===== config.mk =====
export PLATFORM = sky130hd
export DESIGN_NAME = vau_front
export DESIGN_NICKNAME = d
export VERILOG_FILES = /design/src/vau_pkg.sv /design/src/vau_front.sv
export SDC_FILE = /design/constraint.sdc
export NUM_CORES = 1
export LEC_CHECK = 0
export ABC_AREA = 1
export BUFFER_PORTS_ARGS = -buffer_cell sky130_fd_sc_hd__buf_2
export CORE_AREA = 8 8 225 162
export CTS_CLUSTER_SIZE = 10
export DETAILED_ROUTE_END_ITERATION = 8
export DIE_AREA = 0 0 233 170
export GPL_ROUTABILITY_DRIVEN = 0
export GPL_TIMING_DRIVEN = 0
export HOLD_SLACK_MARGIN = 0.03
export PLACE_DENSITY = 0.86
export SYNTH_ARGS = -nofsm -noshare
export SYNTH_HDL_FRONTEND = slang
export SYNTH_SLANG_ARGS = --single-unit

===== constraint.sdc =====
create_clock -name clk -period 15.8 [get_ports clk]
set_input_delay 3.16 -clock clk [delete_from_list [all_inputs] [get_ports clk]]
set_output_delay 3.16 -clock clk [all_outputs]
set_load 0.01 [all_outputs]

===== src/vau_pkg.sv =====
// ----------------------------------------------------------------------------
// vau_pkg
// Shared types, opcodes and helper functions of the 3D vector arithmetic unit.
// ----------------------------------------------------------------------------
package vau_pkg;

  typedef enum logic [3:0] {
    OP_ADD    = 4'd0,
    OP_SUB    = 4'd1,
    OP_NEG    = 4'd2,
    OP_MUL    = 4'd3,
    OP_SCALE  = 4'd4,
    OP_DIV    = 4'd5,
    OP_DOT    = 4'd6,
    OP_CROSS  = 4'd7,
    OP_SQRLEN = 4'd8,
    OP_LEN    = 4'd9,
    OP_NORM   = 4'd10,
    OP_EQ     = 4'd11,
    OP_NE     = 4'd12,
    OP_GT     = 4'd13,
    OP_LT     = 4'd14
  } op_t;

  typedef struct packed {
    op_t                op;
    logic               is_long;
    logic signed [31:0] a_x;
    logic signed [31:0] a_y;
    logic signed [31:0] a_z;
    logic signed [31:0] b_x;
    logic signed [31:0] b_y;
    logic signed [31:0] b_z;
    logic signed [31:0] s;
  } item_t;

  typedef struct packed {
    logic signed [31:0] r_x;
    logic signed [31:0] r_y;
    logic signed [31:0] r_z;
    logic signed [31:0] sc;
    logic               flag;
    logic               ov;
  } res_t;

  localparam logic [31:0] MAX32 = 32'h7FFF_FFFF;
  localparam logic [31:0] MIN32 = 32'h8000_0000;

  function automatic logic signed [66:0] ext32(input logic signed [31:0] v);
    ext32 = {{35{v[31]}}, v};
  endfunction

  function automatic logic signed [66:0] ext64(input logic signed [63:0] v);
    ext64 = {{3{v[63]}}, v};
  endfunction

  // Clamp to the 32-bit signed range; bit 32 of the result is the overflow.
  function automatic logic [32:0] sat67(input logic signed [66:0] v);
    if (v > 67'sd2147483647) begin
      sat67 = {1'b1, MAX32};
    end else if (v < -67'sd2147483648) begin
      sat67 = {1'b1, MIN32};
    end else begin
      sat67 = {1'b0, v[31:0]};
    end
  endfunction

endpackage


===== src/vau_front.sv =====
// ----------------------------------------------------------------------------
// vau_front
// Accepts commands, tags the ones that need the iterative unit, and holds
// them in a two-entry queue in front of the execution pipeline.
// ----------------------------------------------------------------------------
module vau_front import vau_pkg::*; (
  input  logic               clk,
  input  logic               rst_n,
  input  logic               start,
  output logic               busy,
  input  logic [3:0]         in_op,
  input  logic signed [31:0] in_a_x,
  input  logic signed [31:0] in_a_y,
  input  logic signed [31:0] in_a_z,
  input  logic signed [31:0] in_b_x,
  input  logic signed [31:0] in_b_y,
  input  logic signed [31:0] in_b_z,
  input  logic signed [31:0] in_scalar_in,
  input  logic               adv,
  output logic               pop,
  output item_t              head
);

  item_t       q_r [2];
  logic        wp_r, rp_r;
  logic [1:0]  cnt_r;
  logic        push;
  item_t       itm;

  always_comb begin
    itm.op      = op_t'(in_op);
    itm.is_long = (itm.op == OP_DIV) || (itm.op == OP_LEN) || (itm.op == OP_NORM);
    itm.a_x     = in_a_x;
    itm.a_y     = in_a_y;
    itm.a_z     = in_a_z;
    itm.b_x     = in_b_x;
    itm.b_y     = in_b_y;
    itm.b_z     = in_b_z;
    itm.s       = in_scalar_in;
  end

  assign busy = (cnt_r == 2'd2);
  assign push = start && !busy;
  assign pop  = adv && (cnt_r != 2'd0);
  assign head = q_r[rp_r];

  always_ff @(posedge clk) begin
    if (!rst_n) begin
      wp_r  <= 1'b0;
      rp_r  <= 1'b0;
      cnt_r <= 2'd0;
    end else begin
      if (push) begin
        wp_r <= !wp_r;
      end
      if (pop) begin
        rp_r <= !rp_r;
      end
      cnt_r <= cnt_r + 2'(push) - 2'(pop);
    end
  end

  always_ff @(posedge clk) begin
    if (push) begin
      q_r[wp_r] <= itm;
    end
  end

endmodule


# After elaboration in Yosys (flattened, before gate mapping)

Memory sizes are Yosys's and may differ from the RTL's. A register that Yosys moved wholly into a read port is not among the register bits.
Index checks and enable logic that the tools add are counted.

Bits in registers: 4
Memory bits (writable): 458
Bits of input ports: 232
Output and inout port bits: 231
Memories: 1

Add/subtract/negate cells: 2
Equal/unequal tests: 4
Multiplexer cells: 4
Reductions and logical operators: 8

Memories:

| memory | depth | width | rd ports | clocked after memory_dff | write ports | line            | text |
|---|---|---|---|---|---|---|---|
| q_r    | 2     | 229   | 1        | 1                        | 1           | vau_front.sv:24 | `item_t q_r [2];` |

Operator list:

| cell               | number |
|---|---|
| $eq 4x4->1 const B | 2 |
| $eq 4x3->1 const B | 1 |
| $mux 1             | 4 |
| $logic_not 1->1    | 3 |
| $add 2x1->2        | 1 |
| $eq 2x2->1 const B | 1 |
| $logic_and 1x1->1  | 2 |
| $logic_or 1x1->1   | 2 |
| $reduce_bool 2->1  | 1 |
| $sub 2x1->2        | 1 |

# Logic depth before layout (Yosys ltp)

Gate-level depths: netlist of the first run.

Depth in word-level cells: 5
Gate-level depth with buffers: 11
Mapped depth without buffers: 11

# Worst setup path after synthesis of the first run

OpenSTA, ideal clock, no wires.

Kind: input-to-reg
From: in start
To: mem q_r[0][0] in the netlist's numbering (enable)
Library setup time: 822 ps
Arrival time: 12718 ps
Required time: 14978 ps
Setup slack: 2261 ps
Stages on the path: 2
Path buffers: 0
Cell sequence: nand2_1 > nor2_1

Cells in the longest elaborated chain, start to end: 3

RTL lines:

| what                         | line            | text |
|---|---|---|
| from (decl)                  | vau_front.sv:9  | `input logic start,` |
| $logic_and 1x1->1            | vau_front.sv:43 | `assign push = start && !busy;` |
| $mux 1                       | vau_front.sv:64 | `if (push) begin` |
| $mux 1 (not written as such) | vau_front.sv:65 | `q_r[wp_r] <= itm;` |
| to (decl)                    | vau_front.sv:24 |  |

Every way passes these cells.

# Worst setup path in the final report of the first run

From: in adv
To: out pop

Cells in the longest elaborated chain, start to end: 1

RTL lines:

| what              | line            | text |
|---|---|---|
| from (decl)       | vau_front.sv:19 | `input logic adv,` |
| $logic_and 1x1->1 | vau_front.sv:44 | `assign pop = adv && (cnt_r != 2'd0);` |
| to (decl)         | vau_front.sv:20 | `output logic pop,` |

Every way passes these cells.

==> flow_summary.yaml, run 1 <==
sta:
  rsz0062_at_grt: "false"
  fin_skew_ps: 14.03
  final.period_utilization_pct: 43.27
  finalHoldViolations: 0
  max_freq_mhz: 146.3
  whs_ps: 510.8
  drv_slew: 0
  slew_headroom_pct: 51.00
  finalSetupViolCount: 0
  finalCriticalPeriod_ps: 6837
  worst_slew_pin_slew_ps: 733.2
setup_path:
  critPathLaunch: "adv"
  cp_common_cell: "buf_2"
  critical_path_peak_fanout: 3
  critPathCaptureType: "primary output"
  path_class: "input pin to primary output"
  slowest_stage: "nor2_1"
  cpPeakStageDelay_ps: 190
  required_ps: 12640
  worstPathArrival_ps: 3680
  startpoint_type: "input pin"
  path_cells: "buf_2 > inv_1 > nor2_1 > buf_2"
  r2r-start: "cnt_r[0]"
logic_synthesis:
  ys_ff_latch: 463
  avgSynthCellArea_sq_um: 22.36
  synth_top_family_by_area: "multiplexers"
  synth_cell_types: 14
  synthCells: 755
  synth-xor-area-share_pct: 0.05189
  synth_adder_area_share_pct: 0.1482
  synth_area_sq_mm: 0.01688
  yosysWarnings: 0
  synth-simple-area-share_pct: 0.5337
  synth-compound-area-share_pct: 0.08895
  syn_nets: 989
  ys_seq_area_share_pct: 82.07
  synth.area.mux_share_pct: 15.28
detailed_routing:
  postRouteAntennaNets: 0
  top_layer_used: "met5"
  vias_per_cell: 5.156
  wire_per_inst_microns: 23.19
  drc: 0
  drtIter0Drc: 586
  wl_met2_mm: 20.78
  dr_wl_met3_mm: 3.996
  via_count: 9003
  routed_wl_mm: 40.49
  dr.pass1.iters: 5
  wl_met1_mm: 14.53
final_layout:
  final_cell_mix: "buf_2, edfxtp_1, mux2_2"
  area_delta_synth_final_pct: 27.05
  layout-drive-gt1-share_pct: 60.15
  nets: 1515
  final_common_cell: "buf_2"
  design_area_sq_mm: 0.02145
global_routing:
  first_global_vias: 9882
  grt_usage_pct: 19.71
  overflow: 0
  grt_start_max_net_pins: 89
  antenna_found_initial: 9
  grt_pass1_wl_mm: 59.15
pwr:
  ir_drop_mv: 0.1345
  comb_power_share_pct: 24.2
  pwr_density_cell_mw_per_mm2: 163.3
  seq_power_share_pct: 45.7
  p_sw_share_pct: 26.74
  p_switching_uw: 936.3
  power_frac_clock_pct: 30.1
  power.leakage_nw: 8.050
  internal-power_mw: 2.565
clocking:
  cts_tree: "yes"
  cts_resized: 0
  cts_root_buffer: "clkbuf_16"
  h-tree-depth: 2
  clk_pin_slew_ps: 50
  insertion_delay_ps: 550
  ctsLongestPathBuffers: 3
  cts.sinks: 463
  hold_buffers: 0
  cts_inserted_buffers: 52
  cts_setup_buffers: 0
placement:
  place_area_sq_mm: 0.01997
  port_buffers: 462
  dp_hpwl_mm: 28.84
die:
  start_util_pct: 51.15
  die_width_microns: 233
  num_io_pins: 463
  rows: 56
  core_sq_mm: 0.03300
  fp.dieArea_sq_mm: 0.03961
  die_y_microns: 170
min_path:
  holdCritPathClass: "flip-flop to flip-flop"
  hp-start: "rp_r"
status:
  status: "completed"
flow_run:
  drv_cap: 0
==> metrics by stage <==
stage | instances | setup TNS, ps | power (mW) | utilization [%] | worst slack [ps]
after detailed placement | 1662 | 0 | 2.478 | 60.52 | 8968
after CTS | 1740 | 0 | 3.544 | 64.94 | 8966
after global placement | 1652 | -652000 | 2.517 | 59.80 | -2861
after global routing | 1743 | 0 | 3.643 | 64.96 | 8924
final | 1746 | 0 | 3.501 | 64.98 | 8963
after floorplan | 755 | 0 | 2.158 | - | 2261
==> critical path, delay by kind of cell <==
family | cells | cell delay (ps)
buf+inv | 3 | 330
simple gates | 1 | 190
==> synthesized netlist by cell type <==
master      n  area, sq um
edfxtp_1  458        13750
buf_4       1        7.510
nand3_1     4        20.02
or2_2       1        6.260
nand2_1     9        33.78
xnor2_1     1        8.760
a21oi_1     3        15.01
dfxtp_1     5        100.1
buf_2       1        5.000
nor2_1      8        30.03
ha_1        2        25.02
mux2_2    229         2579
inv_1      10        37.54
buf_6      23        259.0
==> registers in the layout (all words and copies together) (netlist names), named ones only <==
signal	cells
q_r	458
rp_r	1
wp_r	1
cnt_r	2
==> cell families (layout without fill, tap and decap cells) <==
| logic type | Yosys count | after routing |
|---|---|---|
| xor+xnor | 1 | 1 |
| buf+inv | 35 | 585 |
| simple gates | 22 | 22 |
| compound gates | 3 | 3 |
| flops | 463 | 463 |
| fa+ha+maj | 2 | 2 |
| mux | 229 | 229 |
| other cells | 0 | 6 |
==> per-layer routing <==
metal	vias to the layer above	track usage (%)
met5	-	0
met4	6	6.596
met3	82	6.971
met2	412	35.07
met1	4455	21.91
li1	4048	-
==> power groups by stage <==
stage	sequential (mW)	combinational [mW]	clock, mW
2_1_floorplan	1.67	0.490	0
3_3_place_gp	1.71	0.809	0
3_5_place_dp	1.62	0.855	0
4_1_cts	1.60	0.866	1.08
5_1_grt	1.61	0.910	1.12
6_report	1.60	0.848	1.05
==> worst paths after layout <==
path	endpoint	cells after the start	slack [ps]
min	rp_r	2	510
max	pop	4	8960
max reg2reg	q_r[0][191]	7	13440
min reg2reg	rp_r	2	510
==> area by class of cell <==
cell class,count,area [sq um]
diodes,6,15.01
clock inverters,4,51.30
fillers,2143,11560
clock buffers,74,1405
flip-flops and latches,463,13850
multi-input cells,257,2725
well taps,435,544.3
inverters,10,45.04
plain buffers,25,271.5
repair buffers,472,2535
Power figures use the tool's default switching activity.
==> run 2: changes to the inputs <==
- clock period: 15.8 -> 6.6 ns (I/O delays scaled with it)
==> flow_summary.yaml, run 2 (synthesis results as in run 1) <==
final_layout:
  fin_util_pct: 64.64
  final_cell_mix: "buf_2, edfxtp_1, mux2_2"
  fill_cells: 2165
  nets: 1513
  final_common_cell: "buf_2"
  design_area_sq_mm: 0.02133
  area_delta_synth_final_pct: 26.38
  largest_reg_flops: 458
  layout-drive-gt1-share_pct: 60.50
  top_register: "q_r"
  top_regs: "q_r (458), cnt_r (2)"
detailed_routing:
  via_count: 8965
  postRouteAntennaNets: 0
  vias_per_cell: 5.188
  wire_per_inst_microns: 23.63
  dr.pass1.iters: 5
  routed_wl_mm: 40.83
  drc: 0
  drtIter0Drc: 628
placement:
  port_buffers: 462
  place_area_sq_mm: 0.01993
  dp_hpwl_mm: 28.96
die:
  die_y_microns: 170
  core_sq_mm: 0.03300
  die_width_microns: 233
  rows: 56
  start_util_pct: 51.15
  num_io_pins: 463
  fp.dieArea_sq_mm: 0.03961
global_routing:
  grt_usage_pct: 19.84
  antenna_found_initial: 13
  grt_start_max_net_pins: 118
  grt_pass1_wl_mm: 58.73
  overflow: 0
  first_global_vias: 9685
clocking:
  cts_root_buffer: "clkbuf_16"
  cts_tree: "yes"
  cts_setup_buffers: 0
  cts_inserted_buffers: 52
  hold_buffers: 0
  h-tree-depth: 2
  insertion_delay_ps: 540
  cts_resized: 0
  clk_pin_slew_ps: 60
  cts.sinks: 463
  ctsLongestPathBuffers: 3
pwr:
  pwr_density_cell_mw_per_mm2: 390.3
  power.leakage_nw: 8.008
  ir_drop_mv: 0.2826
sta:
  worst_slew_pin_slew_ps: 921.0
  rsz0062_at_grt: "false"
  slew_headroom_pct: 38.45
  fin_skew_ps: 10.07
  finalSetupViolCount: 0
  finalHoldViolations: 0
  max_freq_mhz: 300.7
  finalCriticalPeriod_ps: 3326
  drv_slew: 0
  final.period_utilization_pct: 50.39
flow_run:
  drv_cap: 0
setup_path:
  required_ps: 5280
  path_delay_family: "buffers and inverters"
  cpPeakStageDelay_ps: 440
  reg2regPathDepth: 7
  path_buf_inv: 3
  cp_common_cell: "buf_6"
  r2r-end: "q_r[0][87]"
  worstPathArrival_ps: 2010
  cp_num_cells: 4
  regToRegSetupSlack_ps: 4030
  r2r-start: "cnt_r[0]"
  path_cells: "buf_6 > buf_6 > mux2_2 > buf_2"
  critPathCaptureType: "primary output"
  path_class: "flip-flop to primary output"
  slowest_stage: "dfxtp_1"
  startpoint_type: "flip-flop"
  critical_path_peak_fanout: 10
  endpoint: "head[55]"
status:
  status: "completed"
min_path:
  holdCritPathClass: "flip-flop to flip-flop"
==> run 2: changes by cell type in the layout (fill, tap and decap cells not counted), sizes merged <==
cell / change
clkbuf: -9
diode: -4
buf: -2
inv: -2
clkinv: -1
==> run 2: worst min path at each step <==
stage / from / cells after the start / slack, ps / endpoint
floorplan: rp_r / 2 / 470 / flip-flop
CTS: rp_r / 2 / 530 / rp_r
global placement: rp_r / 2 / 490 / rp_r
finish: rp_r / 2 / 510 / rp_r
global route: rp_r / 2 / 570 / rp_r
detailed placement: rp_r / 2 / 510 / rp_r
==> run 2: power by group <==
| group | internal, mW | switching, mW | leakage (nW) |
|---|---|---|---|
| Clock | 1.47 | 0.998 | 0.681 |
| Sequential | 3.73 | 0.0981 | 4.32 |
| Combinational | 0.907 | 1.13 | 3.01 |
| Total | 6.10 | 2.22 | 8.01 |
==> run 2: worst min-delay path: cells and delay by family, from the launching register on <==
| family | cells | cell delay, ps |
|---|---|---|
| flip-flops | 1 | 330 |
| AND/OR/NAND/NOR | 2 | 150 |
==> run 2: metrics by stage <==
step	setup WS, ps	hold WS (ps)	power, mW	cells	TNS [ps]
after floorplan	177.5	467.5	5.089	755	0
after global placement	-2313	489.9	5.926	1652	-634930
after detailed placement	3135	511.4	5.941	1660	0
after CTS	3173	525.5	8.436	1726	0
after global routing	3149	568.8	8.681	1727	0
final	3274	509.9	8.327	1728	0
==> run 2: area by class of cell <==
cell class	count	area (sq um)	area share, %
sequential	463	13850	64.94
multi-input combinational	257	2725	12.77
timing repair buffer	470	2487	11.66
clock buffer	65	1371	6.428
tap	435	544.3	2.551
buffer	25	271.5	1.273
inverter	10	45.04	0.2111
clock inverter	1	30.03	0.1408
antenna	2	5.005	0.02346
==> run 2: layer usage <==
layer / vias up / global-route usage [%] / share of wire (%)
li1: 4038 / - / -
met1: 4423 / 21.49 / 35
met2: 403 / 35.27 / 52
met3: 81 / 8.551 / 11
met4: 20 / 5.510 / 2.0
met5: - / 0 / 0.31
