==> src/vau_pkg.sv <==
// ----------------------------------------------------------------------------
// vau_pkg
// Shared types, opcodes and helper functions of the 3D vector arithmetic unit.
// ----------------------------------------------------------------------------
package vau_pkg;

  typedef enum logic [3:0] {
    OP_ADD    = 4'd0,
    OP_SUB    = 4'd1,
    OP_NEG    = 4'd2,
    OP_MUL    = 4'd3,
    OP_SCALE  = 4'd4,
    OP_DIV    = 4'd5,
    OP_DOT    = 4'd6,
    OP_CROSS  = 4'd7,
    OP_SQRLEN = 4'd8,
    OP_LEN    = 4'd9,
    OP_NORM   = 4'd10,
    OP_EQ     = 4'd11,
    OP_NE     = 4'd12,
    OP_GT     = 4'd13,
    OP_LT     = 4'd14
  } op_t;

  typedef struct packed {
    op_t                op;
    logic               is_long;
    logic signed [31:0] a_x;
    logic signed [31:0] a_y;
    logic signed [31:0] a_z;
    logic signed [31:0] b_x;
    logic signed [31:0] b_y;
    logic signed [31:0] b_z;
    logic signed [31:0] s;
  } item_t;

  typedef struct packed {
    logic signed [31:0] r_x;
    logic signed [31:0] r_y;
    logic signed [31:0] r_z;
    logic signed [31:0] sc;
    logic               flag;
    logic               ov;
  } res_t;

  localparam logic [31:0] MAX32 = 32'h7FFF_FFFF;
  localparam logic [31:0] MIN32 = 32'h8000_0000;

  function automatic logic signed [66:0] ext32(input logic signed [31:0] v);
    ext32 = {{35{v[31]}}, v};
  endfunction

  function automatic logic signed [66:0] ext64(input logic signed [63:0] v);
    ext64 = {{3{v[63]}}, v};
  endfunction

  // Clamp to the 32-bit signed range; bit 32 of the result is the overflow.
  function automatic logic [32:0] sat67(input logic signed [66:0] v);
    if (v > 67'sd2147483647) begin
      sat67 = {1'b1, MAX32};
    end else if (v < -67'sd2147483648) begin
      sat67 = {1'b1, MIN32};
    end else begin
      sat67 = {1'b0, v[31:0]};
    end
  endfunction

endpackage

==> src/vau_iter.sv <==
// ----------------------------------------------------------------------------
// vau_iter
// Iterative unit: bit-serial square root with rounding and a three-lane
// restoring divider, one quotient bit per lane and cycle.
// ----------------------------------------------------------------------------
module vau_iter import vau_pkg::*; #(
  parameter int FRAC_BITS = 16
) (
  input  logic        clk,
  input  logic        rst_n,
  input  logic        start,
  input  item_t       item,
  input  logic [63:0] sq,
  output logic        busy,
  output logic        done,
  output res_t        res
);

  localparam int NUMW = 32 + FRAC_BITS + 1;
  localparam int CW   = $clog2(NUMW + 1);

  typedef enum logic [2:0] {
    ST_IDLE, ST_SQRT, ST_SQFIN, ST_DIV, ST_DIVFIN, ST_DONE
  } state_t;

  state_t             state_r;
  op_t                op_r;
  logic signed [31:0] a_r [3];
  logic [NUMW-1:0]    num_r [3];
  logic [31:0]        rem_r [3];
  logic [31:0]        d_r;
  logic               dneg_r;
  logic [CW-1:0]      cnt_r;
  logic [63:0]        n_r, rt_r, bit_r;
  res_t               res_r;

  logic [63:0]        rb;
  logic               sq_ge;
  logic [32:0]        t [3];
  logic               ge [3];
  logic [32:0]        len_nxt;

  function automatic logic [NUMW-1:0] num_init(input logic signed [31:0] a,
                                               input logic [31:0] d);
    logic [31:0] amag;
    amag = a[31] ? (32'd0 - a) : a;
    num_init = {1'b0, amag, {FRAC_BITS{1'b0}}} + NUMW'(d >> 1);
  endfunction

  // Signed, saturated quotient; bit 32 is the overflow.
  function automatic logic [32:0] q_fin(input logic [NUMW-1:0] q, input logic neg);
    if (neg) begin
      if (q > NUMW'(MIN32)) begin
        q_fin = {1'b1, MIN32};
      end else begin
        q_fin = {1'b0, 32'd0 - q[31:0]};
      end
    end else if (q > NUMW'(MAX32)) begin
      q_fin = {1'b1, MAX32};
    end else begin
      q_fin = {1'b0, q[31:0]};
    end
  endfunction

  always_comb begin
    rb      = rt_r + bit_r;
    sq_ge   = n_r >= rb;
    len_nxt = rt_r[32:0] + 33'(n_r > rt_r);
    for (int i = 0; i < 3; i++) begin
      t[i]  = {rem_r[i], num_r[i][NUMW-1]};
      ge[i] = t[i] >= {1'b0, d_r};
    end
  end

  always_ff @(posedge clk) begin
    if (!rst_n) begin
      state_r <= ST_IDLE;
    end else begin
      unique case (state_r)
        ST_IDLE: begin
          if (start) begin
            op_r  <= item.op;
            a_r[0] <= item.a_x;
            a_r[1] <= item.a_y;
            a_r[2] <= item.a_z;
            res_r <= '0;
            if (item.op == OP_DIV) begin
              d_r    <= item.s[31] ? (32'd0 - item.s) : item.s;
              dneg_r <= item.s[31];
              num_r[0] <= num_init(item.a_x, item.s[31] ? (32'd0 - item.s) : item.s);
              num_r[1] <= num_init(item.a_y, item.s[31] ? (32'd0 - item.s) : item.s);
              num_r[2] <= num_init(item.a_z, item.s[31] ? (32'd0 - item.s) : item.s);
              for (int i = 0; i < 3; i++) rem_r[i] <= 32'd0;
              cnt_r   <= CW'(NUMW - 1);
              state_r <= ST_DIV;
            end else begin
              n_r     <= sq;
              rt_r    <= 64'd0;
              bit_r   <= 64'd1 << 62;
              state_r <= ST_SQRT;
            end
          end
        end
        ST_SQRT: begin
          if (sq_ge) begin
            n_r  <= n_r - rb;
            rt_r <= (rt_r >> 1) + bit_r;
          end else begin
            rt_r <= rt_r >> 1;
          end
          bit_r <= bit_r >> 2;
          if (bit_r[0]) begin
            state_r <= ST_SQFIN;
          end
        end
        ST_SQFIN: begin
          // A zero length also lands here with a length field of zero.
          if (len_nxt > {1'b0, MAX32}) begin
            res_r.sc <= MAX32;
            res_r.ov <= 1'b1;
          end else begin
            res_r.sc <= len_nxt[31:0];
          end
          if (op_r != OP_NORM) begin
            state_r <= ST_DONE;
          end else if (len_nxt == 33'd0) begin
            // Zero length hands A back unchanged.
            res_r.r_x <= a_r[0];
            res_r.r_y <= a_r[1];
            res_r.r_z <= a_r[2];
            state_r   <= ST_DONE;
          end else begin
            d_r    <= len_nxt[31:0];
            dneg_r <= 1'b0;
            for (int i = 0; i < 3; i++) begin
              num_r[i] <= num_init(a_r[i], len_nxt[31:0]);
              rem_r[i] <= 32'd0;
            end
            cnt_r   <= CW'(NUMW - 1);
            state_r <= ST_DIV;
          end
        end
        ST_DIV: begin
          for (int i = 0; i < 3; i++) begin
            rem_r[i] <= ge[i] ? 32'(t[i] - {1'b0, d_r}) : t[i][31:0];
            num_r[i] <= {num_r[i][NUMW-2:0], ge[i]};
          end
          cnt_r <= cnt_r - CW'(1);
          if (cnt_r == CW'(0)) begin
            state_r <= ST_DIVFIN;
          end
        end
        ST_DIVFIN: begin
          logic [32:0] fx, fy, fz;
          fx = q_fin(num_r[0], a_r[0][31] ^ dneg_r);
          fy = q_fin(num_r[1], a_r[1][31] ^ dneg_r);
          fz = q_fin(num_r[2], a_r[2][31] ^ dneg_r);
          res_r.r_x <= fx[31:0];
          res_r.r_y <= fy[31:0];
          res_r.r_z <= fz[31:0];
          res_r.ov  <= res_r.ov | fx[32] | fy[32] | fz[32];
          state_r   <= ST_DONE;
        end
        ST_DONE: begin
          state_r <= ST_IDLE;
        end
        default: state_r <= ST_IDLE;
      endcase
    end
  end

  assign busy = (state_r != ST_IDLE);
  assign done = (state_r == ST_DONE);
  assign res  = res_r;

endmodule

==> config.mk <==
export PLATFORM = sky130hd
export DESIGN_NAME = vau_iter
export DESIGN_NICKNAME = d
export VERILOG_FILES = /design/src/vau_pkg.sv /design/src/vau_iter.sv
export SDC_FILE = /design/constraint.sdc
export NUM_CORES = 2
export LEC_CHECK = 0
export BUFFER_PORTS_ARGS = -buffer_cell sky130_fd_sc_hd__buf_4
export CAP_MARGIN = 20
export CELL_PAD_IN_SITES_DETAIL_PLACEMENT = 2
export CELL_PAD_IN_SITES_GLOBAL_PLACEMENT = 2
export CORE_MARGIN = 5
export CORE_UTILIZATION = 38
export DETAILED_ROUTE_END_ITERATION = 16
export PLACE_DENSITY_LB_ADDON = 0.1
export SYNTH_ARGS = -nofsm -noshare
export SYNTH_HDL_FRONTEND = slang
export SYNTH_SLANG_ARGS = --single-unit
export TNS_END_PERCENT = 50
==> constraint.sdc <==
create_clock -name clk -period 29.4 [get_ports clk]
set_clock_uncertainty 0.1 [all_clocks]
set_input_delay 4.41 -clock clk [delete_from_list [all_inputs] [get_ports clk]]
set_output_delay 4.41 -clock clk [all_outputs]
set_load 0.05 [all_outputs]
=== Word level (Yosys, flattened, before mapping) ===
Memories as Yosys holds them, arrays and structs flattened.
Cells that the tools add are included.

* Memories kept: 3
* Output and inout port bits: 132
* Logic and storage cells: 199
* Bits in read-only memories: 0
* RAM bits: 339
* Input port bits: 296
* Latch bits: 0
* Flip-flop bits (word level): 367

* Shift operators: 0
* Add/subtract/negate cells: 24
* Equal/unequal tests: 17
* Multiplexer cells: 95
* Divide/modulo/power cells: 0
* Reduce and logical (&&, ||, !) cells: 17
* Bitwise gates (word level): 18
* Order comparisons: 12
* $mul: 0

{| class="wikitable"
|+ Memory list
! name !! depth !! width !! read ports !! clocked after memory_dff !! write ports !! line !! RTL
|-
| num_r || 3 || 49 || 3 || 0 || 3 || vau_iter.sv:29 || <nowiki>logic [NUMW-1:0] num_r [3];</nowiki>
|-
| a_r || 3 || 32 || 3 || 0 || 3 || vau_iter.sv:28 || <nowiki>logic signed [31:0] a_r [3];</nowiki>
|-
| rem_r || 3 || 32 || 3 || 0 || 3 || vau_iter.sv:30 || <nowiki>logic [31:0] rem_r [3];</nowiki>
|}

{| class="wikitable"
|+ Operators by type and width
! cell !! count
|-
| 32-bit two-way mux || 21
|-
| 64-bit two-way mux || 8
|-
| 33-bit two-way mux || 15
|-
| 64-bit one-hot mux with 2 select lines || 3
|-
| 1-bit by 32-bit subtractor with 32-bit output (first input constant) || 10
|-
| 48-bit by 31-bit adder with 49-bit output || 6
|-
| 49-bit two-way mux || 6
|-
| 96-bit one-hot mux with 3 select lines || 1
|-
| 96-bit two-way mux || 2
|-
| 49-bit by 31-bit greater-than comparator with 1-bit output (second input constant) || 3
|-
| 49-bit by 32-bit greater-than comparator with 1-bit output (second input constant) || 3
|-
| 130-bit two-way mux || 1
|-
| 32-bit one-hot mux with 2 select lines || 2
|-
| 33-bit by 32-bit greater-or-equal comparator with 1-bit output || 3
|-
| 32-bit subtractor || 3
|-
| 63-bit by 64-bit adder with 64-bit output || 1
|-
| 64-bit adder || 1
|-
| 64-bit greater-or-equal comparator || 1
|-
| 64-bit greater-than comparator || 1
|-
| 64-bit subtractor || 1
|-
| 33-bit by 1-bit adder with 33-bit output || 1
|-
| 33-bit by 31-bit greater-than comparator with 1-bit output (second input constant) || 1
|-
| 33-bit logical NOT || 1
|-
| 6-bit two-way mux || 4
|-
| other kinds (24) || 84
|}

=== Depth between registers and ports, before layout ===
* Depth in word-level cells: 10
* Gate-level depth with buffers: 35
* Gate-level depth less buffers: 33

=== Worst setup path after synthesis ===
OpenSTA, ideal clock, no wires.

* Path kind: input -> register
* Start: input port rst_n
* End: memory num_r[0][0] (netlist name) (enable)
* Buffers on the path: 1
* Arrival time: 21.774 ns
* Data required time: 28.117 ns
* Library setup time: 1.183 ns
* Path slack: 6.342 ns
* Stages: 3
* Cells stage by stage: clkbuf_1 nand3_1 o21ai_0

{| class="wikitable"
|+ RTL lines
! element !! line !! RTL
|-
| start, declared || vau_iter.sv:10 || <nowiki>input logic rst_n,</nowiki>
|-
| end, declared || vau_iter.sv:29 ||
|}

==> results.md <==
- Run status: finished clean
- #FFs+latches synth: 674
- Maximum vdd ir drop: 0.0000633 V
- Clock buffer count from CTS: 89
- Net switching fraction of the power: 39.8%
- Adder and majority cell fraction of the synthesized area: 9.06%
- Share of synthesized cell area in and, or, nand and nor gates: 20.0%
- Setup repair after global routing missed its margin: false
- Synth warnings: 0
- Clock edge transition at the registers on the reported setup and hold paths: 0.07 ns
- Top cell types by occurrence after synthesis: nand2_1, edfxtp_1, nor2_1, a21oi_1, o21ai_0
- Class of the tightest hold or removal check: reg2reg
- Dominant cell by count in the synthesized netlist: nand2_1
- Cell accounting for the most synthesized area: edfxtp_1
- Netlist Area Pre-Place: 56600 um2
- Num rows: 141
- Count of maximum capacitance violations: 0
- Fraction of layout instances using a drive strength above 1: 9.66%
- Kind of end point of the critical path: flip-flop
- Hold-fix buffers, CTS: 0
- Slew @ Worst Pin: 1.13 ns
- Total of buffers placed on input and output ports: 329
- Final Total Pwr: 4.10 mW
- Net Switching: 1.63 mW
- Vias: 54610
- Routed wirelength normalized by instance count: 27.9 um
- Area fraction in compound gates after synthesis: 21.3%
- Combined global-route utilization of all metal layers: 30.0%
- Total count of max-transition violations in the final report: 0
- Share of power burned in registers: 31.4%
- Combined flip-flop and latch cell area: 20200 um2
- Placeable core region: 148000 um2
- Number of nets in the finished design: 7491
- Setup TNS after final layout: 0 ns
- Initial DRT Pass Iterations: 5
- Synth top area cells: edfxtp_1, ha_1, xnor2_1, nand2_1, a21oi_1
- DRC marker count from the first detailed-route iteration: 4090
- Remaining global-route overflow: 0
- Crit-path max FO: 7
- Number of enable-type register cells in the synthesized netlist: 671
- Final number of hold-violating endpoints: 0
- Clock network latency to the later pin of the worst-skew pair: 0.71 ns
- Antenna viol nets, final: 0
- Count of instances resized after the clock tree is built: 0
- Die height: 396 um
- Internal Pwr Total: 2.46 mW
- Htree depth: 3
- CP Data Arrival Time: 11.11 ns
- Total of fill cells in the finished design: 16339
- Gate Count Post-Synth: 6578
- Part of the power in the clock network: 29.1%
- Clock period minus final worst setup slack: 10.68 ns
- Data required time of the critical path: 29.82 ns
- CTS tree: yes
- Final setup violation count: 0
- Max Root-Sink Buffers: 3
- Dominant combinational cell family by area after synthesis: compound AO/OA/AOI/OAI gates
- Dominant synthesized flop cell: edfxtp_1
- Area of the multi-input gates: 34500 um2
- Post-CTS Setup Inserts: 0
- Portion of netlist area occupied by mux cells: 0.590%
- Ratio of total power to cell area: 63.7 nW/um2
- Peak clock frequency supported by timing: 93.6 MHz
- Critical path startpoint category: flip-flop
- Die W: 396 um
- Root buffer selected by CTS: clkbuf_16
- Initial cell density of the core: 38.3%
- GPL Wtd Cong: 0.892
- Top-Level Pins: 428
- Largest net degree at the start of global routing: 163
- Leakage power figure: 24.2 nW
- Combinational fraction of design power: 39.4%
- Post-Synth XOR/XNOR Area: 9.73%
- Share of the synthesized area in the top cell type: 35.6%
- Sinks on the clock net: 674
- Final worst path period share: 36.3%
- Synthesized area per cell: 8.61 um2
- Avg Vias per Cell: 6.21
- Distinct cell type count of the synthesized netlist: 97
- Post-synthesis sequential area ratio: 35.7%
- Antenna violations before repair: 19
- DRC viols: 0
- Vias in the first global route: 57135
- Wire length after detailed routing: 246000 um
- Die area: 157000 um2
- Worst max-slew margin expressed relative to the limit: 23.8%
- Crit Path Class: reg2reg
- Half-perimeter wire length after placement: 187000 um
- Async SR Flop Fraction: 0%
- Synthesis-to-finish area growth: 13.5%
- First-pass GRT wire length: 363000 um
==> routing by layer <==
layer | track usage, % | routed length (um) | vias up
met5 | 0 | 14 | -
met4 | 10.9 | 10100 | 2
met3 | 5.64 | 16200 | 397
met2 | 49.0 | 113000 | 1562
met1 | 39.5 | 106000 | 27820
li1 | - | - | 24829
==> cells by family after synthesis <==
group / after synthesis
simple gates: 2343
fa+ha+maj: 404
mux: 33
flops: 674
compound gates: 1951
other cells: 1
xor+xnor: 629
buf+inv: 543
==> critical path: stages (launching register included) <==
cell,delay [ns]
edfxtp_1,0.52
inv_1,0.18
ha_1,0.34
nand4_1,0.09
or2_2,0.33
nor3_1,0.59
nand3_1,0.40
a21oi_1,0.64
a2111oi_2,0.27
a31oi_1,0.33
ha_1,0.38
nand4_1,0.31
nor3_1,0.75
nand4_1,0.21
xnor2_1,0.69
inv_1,0.37
ha_1,0.43
a21oi_1,0.23
o21bai_1,0.15
a2111oi_0,0.91
o21ai_0,0.29
a2111oi_0,0.88
o41ai_1,0.22
buf_4,0.22
nand2_1,0.15
nor4_1,0.10
xor2_1,0.17
o21ai_0,0.22
==> sequential cells by signal (all words and copies together), names as in the netlist, 32 cells and up <==
register and cells:
d_r 32, rem_r 96, a_r 96, res 129
bit_r 32, rt_r 64, n_r 64, num_r 147
==> cell type report <==
class	count	area share (%)
flip-flops and latches	674	31.4
clock inverters	57	1.10
clock buffers	104	3.65
inverters	243	1.43
well taps	1930	3.76
repair buffers	421	4.94
multi-input cells	5362	53.7
diodes	5	0.0195
==> stage by stage <==
| stage | cell area (um2) | util, % | hold slack (ns) | setup slack [ns] | cells |
|---|---|---|---|---|---|
| final | 64300 | 43.4 | 0.480 | 18.72 | 8796 |
| after global routing | 64300 | 43.4 | 0.513 | 18.21 | 8791 |
| after CTS | 64200 | 43.4 | 0.484 | 18.87 | 8787 |
| after detailed placement | 61200 | 41.3 | 0.469 | 18.49 | 8626 |
| after global placement | 61200 | 41.3 | 0.457 | 18.59 | 8625 |
| after floorplan | 56600 | - | 0.424 | 6.34 | 6579 |
==> path summary, 6_finish.rpt <==
check / start / to / slack (ns) / cells past startpoint
setup / recovery: rt_r[58] / num_r[0][39] / 18.72 / 27
hold / removal: num_r[0][47] / num_r[0][48] / 0.48 / 1
setup reg to reg: rt_r[58] / num_r[0][39] / 18.72 / 27
hold reg to reg: num_r[0][47] / num_r[0][48] / 0.48 / 1
==> layout by cell type, fill, tap and decap left out, types with 128 or more instances in the layout <==
cell,instances
nor3_1,185
edfxtp_1,671
a21o_1,138
xor2_1,224
nand2_1,740
nand3_1,128
a21oi_1,552
ha_1,394
nor2_1,566
inv_1,238
o21ai_0,539
buf_4,416
xnor2_1,404
==> power by group through the flow <==
stage	clock (mW)	sequential, mW	combinational (mW)
after floorplan	0	1.33	1.04
after global placement	0	1.30	1.52
after detailed placement	0	1.30	1.58
after CTS	1.21	1.29	1.60
after global routing	1.25	1.29	1.75
final	1.19	1.29	1.62
No activity file was read; power rests on OpenSTA's default activity.
